==> src/design/rabe_pkg.sv <==
`default_nettype none

package rabe_pkg;

    localparam int NUM_REGS   = 32;
    localparam int PROG_DEPTH = 256;
    localparam int REG_IDX_W  = $clog2(NUM_REGS);
    localparam int PC_W       = 8;
    localparam int DATA_W     = 32;

    // stream widths
    localparam int S_DATA_W = 56;
    localparam int S_USER_W = 4;
    localparam int M_DATA_W = 40;
    localparam int M_USER_W = 3;

    typedef enum logic [3:0] {
        KIND_ADD  = 4'd0,
        KIND_ADDI = 4'd1,
        KIND_SUB  = 4'd2,
        KIND_MULT = 4'd3,
        KIND_DIV  = 4'd4,
        KIND_B    = 4'd5,
        KIND_BEQ  = 4'd6,
        KIND_BNQ  = 4'd7,
        KIND_LOAD = 4'd8,
        KIND_READ = 4'd9
    } rabe_kind_t;

    typedef enum logic [2:0] {
        ST_IDLE,
        ST_READ,
        ST_DIV,
        ST_DFIX,
        ST_DONE
    } rabe_state_t;

endpackage

`default_nettype wire

==> src/design/register_alu_branch_executor.sv <==
`default_nettype none
// Path from input transfer to result valid: register file read, then commit for most kinds;
//   div adds 32 radix-2 divider steps and a sign fix between the read and the commit.
// One item at a time; a div item is held longest, by the iterative divider.
// The next item is taken while a result still waits in the output register.
// Reset (aresetn low, synchronous): registers read as zero, pc is zero, no result pending.
module register_alu_branch_executor (
    input  logic                          aclk,
    input  logic                          aresetn,
    input  logic                          s_tvalid,
    output logic                          s_tready,
    // dest_index[4:0], src_a_index[9:5], src_b_index[14:10], immediate[46:15],
    // branch_target[54:47], zero[55]
    input  logic [rabe_pkg::S_DATA_W-1:0] s_tdata,
    // kind[3:0]
    input  logic [rabe_pkg::S_USER_W-1:0] s_tuser,
    output logic                          m_tvalid,
    input  logic                          m_tready,
    // next_pc[7:0], value[39:8]
    output logic [rabe_pkg::M_DATA_W-1:0] m_tdata,
    // wrote_register[0], branch_taken[1], divide_error[2]
    output logic [rabe_pkg::M_USER_W-1:0] m_tuser
);
    import rabe_pkg::*;

    // ---------------------------------------------------------------
    // Control and latched item fields
    // ---------------------------------------------------------------
    rabe_state_t state_reg, state_next;

    rabe_kind_t            kind_reg;
    logic [REG_IDX_W-1:0]  dest_reg;
    logic [DATA_W-1:0]     imm_reg;
    logic [PC_W-1:0]       target_reg;
    logic [PC_W-1:0]       pc_reg;

    logic s_fire;
    logic done_fire;

    assign s_tready = (state_reg == ST_IDLE);
    assign s_fire   = s_tvalid && s_tready;

    // ---------------------------------------------------------------
    // Result registers and divider state
    // ---------------------------------------------------------------
    logic [DATA_W-1:0] res_value_reg, res_value_next;
    logic              res_wrote_reg, res_wrote_next;
    logic              res_taken_reg, res_taken_next;
    logic              res_derr_reg,  res_derr_next;

    logic [DATA_W:0]   rem_reg, rem_next;     // partial remainder, one guard bit
    logic [DATA_W-1:0] quo_reg, quo_next;     // dividend shifts out, quotient shifts in
    logic [DATA_W-1:0] dvs_reg, dvs_next;     // divisor magnitude
    logic              neg_reg, neg_next;     // quotient sign
    logic [4:0]        cnt_reg, cnt_next;

    // ---------------------------------------------------------------
    // Register file: two synchronous read ports, one write port.
    // Valid bits stand in for the all-zero reset; an unwritten entry reads zero.
    // Writes only land in ST_DONE and the next read is issued in ST_IDLE,
    // so a read never overlaps a pending write to the same entry.
    // ---------------------------------------------------------------
    logic [DATA_W-1:0]    mem [NUM_REGS];
    logic [NUM_REGS-1:0]  vld_reg;
    logic [REG_IDX_W-1:0] rd_addr_a;
    logic [REG_IDX_W-1:0] rd_addr_b;
    logic [DATA_W-1:0]    rd_a_reg;
    logic [DATA_W-1:0]    rd_b_reg;
    logic                 rd_a_vld_reg;
    logic                 rd_b_vld_reg;
    logic [DATA_W-1:0]    opa;
    logic [DATA_W-1:0]    opb;
    logic                 wr_en;

    // NUM_REGS is a power of two: index reduction is a part-select.
    // The read kind looks up dest_index on port A.
    assign rd_addr_a = (s_tuser == KIND_READ) ? s_tdata[REG_IDX_W-1:0]
                                               : s_tdata[5 +: REG_IDX_W];
    assign rd_addr_b = s_tdata[10 +: REG_IDX_W];

    always_ff @(posedge aclk) begin
        if (s_fire) begin
            rd_a_reg <= mem[rd_addr_a];
            rd_b_reg <= mem[rd_addr_b];
        end
        if (wr_en) begin
            mem[dest_reg] <= res_value_reg;
        end
    end

    always_ff @(posedge aclk) begin
        if (!aresetn) begin
            vld_reg      <= '0;
            rd_a_vld_reg <= 1'b0;
            rd_b_vld_reg <= 1'b0;
        end else begin
            if (s_fire) begin
                rd_a_vld_reg <= vld_reg[rd_addr_a];
                rd_b_vld_reg <= vld_reg[rd_addr_b];
            end
            if (wr_en) begin
                vld_reg[dest_reg] <= 1'b1;
            end
        end
    end

    assign opa = rd_a_vld_reg ? rd_a_reg : '0;
    assign opb = rd_b_vld_reg ? rd_b_reg : '0;

    logic [2*DATA_W-1:0] prod_full;
    logic [DATA_W:0]     rem_sh;
    logic [DATA_W:0]     rem_diff;
    logic [PC_W-1:0]     pc_next;

    assign prod_full = opa * opb;
    assign rem_sh    = {rem_reg[DATA_W-1:0], quo_reg[DATA_W-1]};
    assign rem_diff  = rem_sh - {1'b0, dvs_reg};

    // PROG_DEPTH equals 2**PC_W: the increment wraps on its own.
    assign pc_next = res_taken_reg ? target_reg : pc_reg + PC_W'(1);

    // commit once the output register is free or being drained
    assign done_fire = (state_reg == ST_DONE) && (!m_tvalid || m_tready);
    assign wr_en     = done_fire && res_wrote_reg;

    always_ff @(posedge aclk) begin
        if (!aresetn) begin
            state_reg <= ST_IDLE;
            pc_reg    <= '0;
        end else begin
            state_reg <= state_next;
            if (done_fire) begin
                pc_reg <= pc_next;
            end
        end
    end

    always_ff @(posedge aclk) begin
        if (s_fire) begin
            kind_reg   <= rabe_kind_t'(s_tuser);
            dest_reg   <= s_tdata[REG_IDX_W-1:0];
            imm_reg    <= s_tdata[15 +: DATA_W];
            target_reg <= s_tdata[47 +: PC_W];
        end
        res_value_reg <= res_value_next;
        res_wrote_reg <= res_wrote_next;
        res_taken_reg <= res_taken_next;
        res_derr_reg  <= res_derr_next;
        rem_reg       <= rem_next;
        quo_reg       <= quo_next;
        dvs_reg       <= dvs_next;
        neg_reg       <= neg_next;
        cnt_reg       <= cnt_next;
    end

    always_comb begin
        state_next     = state_reg;
        res_value_next = res_value_reg;
        res_wrote_next = res_wrote_reg;
        res_taken_next = res_taken_reg;
        res_derr_next  = res_derr_reg;
        rem_next       = rem_reg;
        quo_next       = quo_reg;
        dvs_next       = dvs_reg;
        neg_next       = neg_reg;
        cnt_next       = cnt_reg;

        unique case (state_reg)
            ST_IDLE: begin
                if (s_fire) begin
                    state_next = ST_READ;
                end
            end
            ST_READ: begin
                // operands have arrived from the register file
                res_value_next = '0;
                res_wrote_next = 1'b0;
                res_taken_next = 1'b0;
                res_derr_next  = 1'b0;
                state_next     = ST_DONE;
                unique case (kind_reg)
                    KIND_ADD: begin
                        res_value_next = opa + opb;
                        res_wrote_next = 1'b1;
                    end
                    KIND_ADDI: begin
                        res_value_next = opa + imm_reg;
                        res_wrote_next = 1'b1;
                    end
                    KIND_SUB: begin
                        res_value_next = opa - opb;
                        res_wrote_next = 1'b1;
                    end
                    KIND_MULT: begin
                        res_value_next = prod_full[DATA_W-1:0];
                        res_wrote_next = 1'b1;
                    end
                    KIND_DIV: begin
                        if (opb == '0) begin
                            res_derr_next = 1'b1;
                        end else begin
                            neg_next   = opa[DATA_W-1] ^ opb[DATA_W-1];
                            quo_next   = opa[DATA_W-1] ? -opa : opa;
                            dvs_next   = opb[DATA_W-1] ? -opb : opb;
                            rem_next   = '0;
                            cnt_next   = '1;
                            state_next = ST_DIV;
                        end
                    end
                    KIND_B: begin
                        res_taken_next = 1'b1;
                    end
                    KIND_BEQ: begin
                        res_taken_next = (opa == opb);
                    end
                    KIND_BNQ: begin
                        res_taken_next = (opa != opb);
                    end
                    KIND_LOAD: begin
                        res_value_next = imm_reg;
                        res_wrote_next = 1'b1;
                    end
                    KIND_READ: begin
                        res_value_next = opa;
                    end
                    default: begin
                        // unused kinds: pc advances, nothing else
                    end
                endcase
            end
            ST_DIV: begin
                // restoring radix-2 step on magnitudes
                if (!rem_diff[DATA_W]) begin
                    rem_next = rem_diff;
                    quo_next = {quo_reg[DATA_W-2:0], 1'b1};
                end else begin
                    rem_next = rem_sh;
                    quo_next = {quo_reg[DATA_W-2:0], 1'b0};
                end
                if (cnt_reg == '0) begin
                    state_next = ST_DFIX;
                end else begin
                    cnt_next = cnt_reg - 5'd1;
                end
            end
            ST_DFIX: begin
                // truncation toward zero; most-negative / -1 wraps naturally
                res_value_next = neg_reg ? -quo_reg : quo_reg;
                res_wrote_next = 1'b1;
                state_next     = ST_DONE;
            end
            ST_DONE: begin
                if (done_fire) begin
                    state_next = ST_IDLE;
                end
            end
            default: begin
                state_next = ST_IDLE;
            end
        endcase
    end

    // ---------------------------------------------------------------
    // Output register: holds a result until its transfer completes
    // ---------------------------------------------------------------
    logic                m_valid_reg;
    logic [M_DATA_W-1:0] m_data_reg;
    logic [M_USER_W-1:0] m_user_reg;

    always_ff @(posedge aclk) begin
        if (!aresetn) begin
            m_valid_reg <= 1'b0;
        end else if (done_fire) begin
            m_valid_reg <= 1'b1;
        end else if (m_tready) begin
            m_valid_reg <= 1'b0;
        end
    end

    always_ff @(posedge aclk) begin
        if (done_fire) begin
            m_data_reg <= {res_value_reg, pc_next};
            m_user_reg <= {res_derr_reg, res_taken_reg, res_wrote_reg};
        end
    end

    assign m_tvalid = m_valid_reg;
    assign m_tdata  = m_data_reg;
    assign m_tuser  = m_user_reg;

endmodule

`default_nettype wire

==> config.mk <==
export PLATFORM = sky130hd
export DESIGN_NAME = register_alu_branch_executor
export DESIGN_NICKNAME = d
export VERILOG_FILES = /design/src/design/rabe_pkg.sv /design/src/design/register_alu_branch_executor.sv
export SDC_FILE = /design/constraint.sdc
export NUM_CORES = 2
export LEC_CHECK = 0
export BUFFER_PORTS_ARGS = -buffer_cell sky130_fd_sc_hd__clkbuf_2
export CORE_UTILIZATION = 46
export CTS_CLUSTER_SIZE = 8
export DETAILED_ROUTE_END_ITERATION = 12
export PLACE_DENSITY = 0.73
export SLEW_MARGIN = 20
export SYNTH_ARGS = -nofsm -noshare
export SYNTH_HDL_FRONTEND = slang
export SYNTH_SLANG_ARGS = --single-unit
==> constraint.sdc <==
create_clock -name aclk -period 11.4 [get_ports aclk]
set_input_delay 1.71 -clock aclk [delete_from_list [all_inputs] [get_ports aclk]]
set_output_delay 1.71 -clock aclk [all_outputs]
set_load 0.02 [all_outputs]
# ---- After elaboration in Yosys (flattened, before gate mapping)
# Memories as Yosys holds them, arrays and structs flattened. A register that Yosys moved wholly into a read port is not among the register bits.
# Index checks and enable logic that the tools add are counted.
# Widths: inputs -> output; s select.
dict set report word_totals {
  reg_bits 275
  mem_bits_rw 1024
  input_bits 64
  n_memories 1
}
dict set report op_classes {
  addsub 9
  n_mul 1
  magnitude_cmp 4
  n_eq_ne 22
  mux 41
  bitwise 3
  n_reduce_logical 18
}
# memory words width read_ports rd_ports_with_merged_regs write_ports line
set memory_table {}
lappend memory_table {mem 32 32 2 2 1 register_alu_branch_executor.sv:63} ;# logic [DATA_W-1:0] mem [NUM_REGS];
# cell n
set ops {}
lappend ops {{$mux 32} 9}
lappend ops {{$pmux 32 s2} 3}
lappend ops {{$pmux 32 s6} 1}
lappend ops {{$neg 32->32} 3}
lappend ops {{$add 32x32->32} 2}
lappend ops {{$sub 33x32->33} 1}
lappend ops {{$eq 32x32->1} 1}
lappend ops {{$logic_not 32->1} 1}
lappend ops {{$mul 32x32->32} 1}
lappend ops {{$ne 32x32->1} 1}
lappend ops {{$or 32x32->32} 1}
lappend ops {{$sub 32x32->32} 1}
lappend ops {{$mux 31} 1}
lappend ops {{$mux 5} 4}
lappend ops {{$lt 5x6->1 const B} 3}
lappend ops {{$eq 4x3->1 const B} 4}
lappend ops {{$mux 3} 5}
lappend ops {{$pmux 3 s5} 1}
lappend ops {{$eq 4x4->1 const B} 3}
lappend ops {{$bmux 1 s5} 2}
lappend ops {{$mux 1} 10}
lappend ops {{$ne 2x2->1 const B} 5}
lappend ops {{$pmux 5 s2} 1}
lappend ops {{$reduce_and 3->1} 3}
lappend ops {{other kinds (24)} 31}

# ---- Longest topological paths before layout
dict set report logic_depth {
  ltp_word 6
  ltp_mapped 33
  ltp_nobuf 28
}

# ---- Worst setup path before layout
# No wires, ideal clock.
dict set report synth_timing {
  path_kind {register to register}
  start {register rd_a_vld_reg}
  end {register res_value_reg[29], data pin}
  arrival_time_ps 8342
  required_ps 11138
  setup_slack_ps 2797
  stages_incl_launch_ff 32
  path_buffers 6
  path_cell_list {dfxtp_1 -> buf_2 -> buf_2 -> buf_1 -> buf_2 -> buf_1 -> nand2_1 -> clkbuf_1 -> nor2_1 -> fa_1 -> fa_1 -> fa_1 -> inv_1 -> fa_1 -> inv_1 -> fa_1 -> inv_1 -> fa_1 -> inv_1 -> fa_1 -> fa_1 -> ha_1 -> a21o_1 -> a21o_1 -> a21o_1 -> o21ai_0 -> a21oi_1 -> a2111oi_0 -> o21ai_0 -> xnor2_1 -> a221oi_1 -> o21ai_1}
}
dict set report synth_between {
  elab_chain_len 4
  word_cells_on_any_way 7
  classes_between {3 x add/sub; 1 x mul; 3 x mux}
}
# item line
set synth_rtl {}
lappend synth_rtl {{start, declared} register_alu_branch_executor.sv:69} ;# logic rd_a_vld_reg;
lappend synth_rtl {{start signal, assigned} register_alu_branch_executor.sv:98} ;# rd_a_vld_reg <= vld_reg[rd_addr_a];
lappend synth_rtl {{$mux 32 *} register_alu_branch_executor.sv:107} ;# assign opa = rd_a_vld_reg ? rd_a_reg : '0;
lappend synth_rtl {{$mul 32x32->32, or another cell as far along} register_alu_branch_executor.sv:115} ;# assign prod_full = opa * opb;
lappend synth_rtl {{$pmux 32 s6 *} register_alu_branch_executor.sv:181} ;# unique case (kind_reg)
lappend synth_rtl {{$pmux 32 s2 *} register_alu_branch_executor.sv:168} ;# unique case (state_reg)
lappend synth_rtl {{net res_value_next[29]} register_alu_branch_executor.sv:46} ;# logic [DATA_W-1:0] res_value_reg, res_value_next;
lappend synth_rtl {{end signal, assigned} register_alu_branch_executor.sv:145} ;# res_value_reg <= res_value_next;
lappend synth_rtl {{end, declared} register_alu_branch_executor.sv:46}
# The timed path passes the listed nets; every way through them passes the cells marked *.
# A chain may end at the register's enable or synchronous reset.

# ---- Final worst setup path
dict set report layout_timing {
  start {register rd_a_vld_reg}
  end {register res_value_reg[30], data pin}
}
# Same word-level chain as after synthesis.

==> results.json <==
{
  "status": "finished clean",
  "place_area_um2": 86700,
  "cts_resized": 0,
  "cp.arrival_ps": 10310,
  "drive_above_1_share": 0.186,
  "globalplace.congestion": 1.02,
  "slew_headroom": 0.208,
  "drv_slew": 0,
  "synthFlopType": "edfxtp_1",
  "grt_pass1_vias": 57400,
  "dp_cells": 8372,
  "cts_setup_buffers": 0,
  "portBuffers": 107,
  "p_clk_frac": 0.416,
  "p_sw_frac": 0.263,
  "hp-start": "res_derr_reg",
  "ys_warn_count": 0,
  "period_minus_slack_ps": 9790,
  "ys_types": 84,
  "multiInputGateArea_um2": 39800,
  "clk_pin_slew_worst_paths_ps": 60,
  "setup_tns_ps": 0,
  "cts_tree": "built",
  "reg2regPathDepth": 23,
  "p_sw_mw": 3.27,
  "routed_via_density": 6.57,
  "syn_inst": 6121,
  "place_ws_ps": 1800,
  "async_reset_ff_frac": 0,
  "coreArea_um2": 179000,
  "grt_max_degree": 157,
  "peakVddDrop_mv": 0.166,
  "fillers": 14400,
  "detail-route-antenna-nets": 0,
  "hold_path_class": "flip-flop to flip-flop",
  "stdcell_count": 8662,
  "fin_ws_ps": 1610,
  "grt_antenna_before_repair": 14,
  "synth_edf_count": 1317,
  "area_delta_synth_final_pct": 11.2,
  "worstSetupStartpointType": "flip-flop",
  "setup_viol": 0,
  "crit_type": "flip-flop to flip-flop",
  "rsz0062_at_grt": "no",
  "cap_violations": 0,
  "via_count": 56900,
  "hold_buffers": 0,
  "seq_area_um2": 40500,
  "clock-sinks": 1363,
  "syn_nets": 6834,
  "holdPathEnd": "m_tuser[2]",
  "finalCritPeriodShare": 0.859,
  "drt_wl_total_um": 271000,
  "crit_start": "rd_a_vld_reg",
  "hold-path-cell-count": 0,
  "ys_seq_elements": 1363,
  "timing.fmax_ghz": 0.102,
  "p_int_mw": 9.16,
  "firstDrtPassIters": 6,
  "cts_root_buf": "clkbuf_16",
  "grt_overflow": 0,
  "fin_skew_ps": 97.1,
  "timing.hold.ws_ps": 435,
  "start_util": 0.464,
  "avgSynthCellArea_um2": 13.6,
  "combPwrFrac": 0.127,
  "ff2ff_setup_slack_ps": 1610,
  "endpoint_kind": "flip-flop",
  "grt_usage": 0.297,
  "tightest_slew_ps": 1180,
  "drc": 0,
  "crit_fanout": 34,
  "hold_viol": 0,
  "boundaryPins": 109,
  "clock_path_buffers": 3,
  "die-area_um2": 182000,
  "max_flop_register": "mem",
  "p_leak_nw": 33.4,
  "fp-row-count": 155,
  "drtIter0Drc": 7898,
  "r2r-start": "rd_a_vld_reg",
  "routedWlPerCell_um": 31.3,
  "num-nets-final": 6937,
  "grt_pass1_wl_um": 391000,
  "fin_util": 0.516,
  "largest_reg_flops": 1024,
  "synth.cell_area_um2": 83100,
  "htree_levels": 4,
  "reg2reg_to": "res_value_reg[30]",
  "post-dp-hpwl_um": 171000,
  "ys_seq_area_frac": 0.487,
  "final_cell_area_um2": 92400,
  "cts_buffers": 189,
  "insertion_delay_ps": 850,
  "required_ps": 11920,
  "die_width_um": 427,
  "power_mw": 12.4,
  "die_y_um": 427,
  "seq_power_share": 0.456,
  "powerDensity_nw_per_um2": 134
}
==> placed cells by master (no fill, tap or decap), drive strengths merged, types with 65 or more instances in the layout <==
master  count
edfxtp   1317
nand2     708
xor2       89
o21ai     208
nor2      472
mux4      594
o21a       65
inv       484
nand3     204
clkbuf    350
xnor2     140
fa        411
a21oi     109
buf       151
ha        238
==> area by class of cell <==
class                           instances  share of cell area
Multi-Input combinational cell       3908               0.430
Inverter                              507              0.0206
Tap cell                             2355              0.0319
Timing Repair Buffer                  255              0.0209
Sequential cell                      1363               0.438
Clock inverter                         20             0.00458
Antenna cell                            8            0.000217
Clock buffer                          246              0.0535
==> synthesized netlist by cell type, drive strengths merged, types with 13 or more instances <==
library cell | number | area share
inv | 483 | 0.022
xnor2 | 140 | 0.015
nor2 | 472 | 0.021
dfxtp | 46 | 0.011
o21ai | 208 | 0.013
edfxtp | 1317 | 0.48
xor2 | 89 | 0.0094
nand2 | 708 | 0.032
nand4 | 18 | 0.0014
clkbuf | 247 | 0.011
mux2i | 51 | 0.0061
nand3 | 204 | 0.012
clkinv | 24 | 0.0011
buf | 96 | 0.0048
nor3 | 35 | 0.0021
a211oi | 25 | 0.0023
mux2 | 37 | 0.0050
o21a | 65 | 0.0059
or2 | 13 | 0.00098
nor2b | 35 | 0.0026
o21bai | 13 | 0.0012
a21oi | 109 | 0.0066
ha | 238 | 0.036
a21o | 43 | 0.0039
o22ai | 27 | 0.0020
mux4 | 594 | 0.16
or3 | 30 | 0.0024
and2 | 55 | 0.0041
fa | 411 | 0.099
nand2b | 27 | 0.0022
o31ai | 48 | 0.0043
==> worst max-delay path, cell delays in order, from the launching register on <==
cell	delay (ps)
dfxtp_2	560
nand2_1	890
clkinv_1	940
ha_1	530
fa_1	540
inv_1	50
fa_1	480
fa_1	550
inv_1	50
fa_1	410
fa_1	470
fa_1	560
fa_1	450
fa_1	460
ha_1	380
a21oi_1	210
nor2b_1	80
or3_1	320
a311o_1	360
a41o_1	320
nand2_1	130
mux2i_1	230
o2111a_1	310
o22ai_1	110
==> power groups by stage <==
| stage | Sequential, mW | Combinational, mW | Clock, mW |
|---|---|---|---|
| global route | 5.66 | 1.66 | 5.41 |
| floorplan | 5.71 | 1.02 | 0 |
| detailed placement | 5.77 | 1.51 | 0 |
| CTS | 5.68 | 1.52 | 5.21 |
| finish | 5.67 | 1.58 | 5.17 |
| global placement | 5.77 | 1.50 | 0 |
==> logic make-up after synthesis <==
| kind of cell | count (synthesis) | share of synthesized area |
|---|---|---|
| compound gates | 682 | 0.0541 |
| xor+xnor | 235 | 0.0258 |
| fa+ha+maj | 649 | 0.135 |
| buf+inv | 850 | 0.0388 |
| flops | 1363 | 0.487 |
| mux | 682 | 0.172 |
| simple gates | 1660 | 0.0873 |
==> worst max path at each step <==
stage / to / cells past startpoint
after floorplan: res_value_reg[29] / 31
after global placement: res_value_reg[30] / 23
after detailed placement: res_value_reg[30] / 23
after CTS: res_value_reg[30] / 23
after global routing: res_value_reg[28] / 23
final: res_value_reg[30] / 23
==> per-layer routing <==
metal,wire length [um],part of all wire,GRT usage
met3,36100,0.13,0.0814
met4,18600,0.069,0.176
met5,47,0.00017,0
met2,123000,0.45,0.458
met1,93200,0.34,0.378
(Power assumes the default switching activity.)
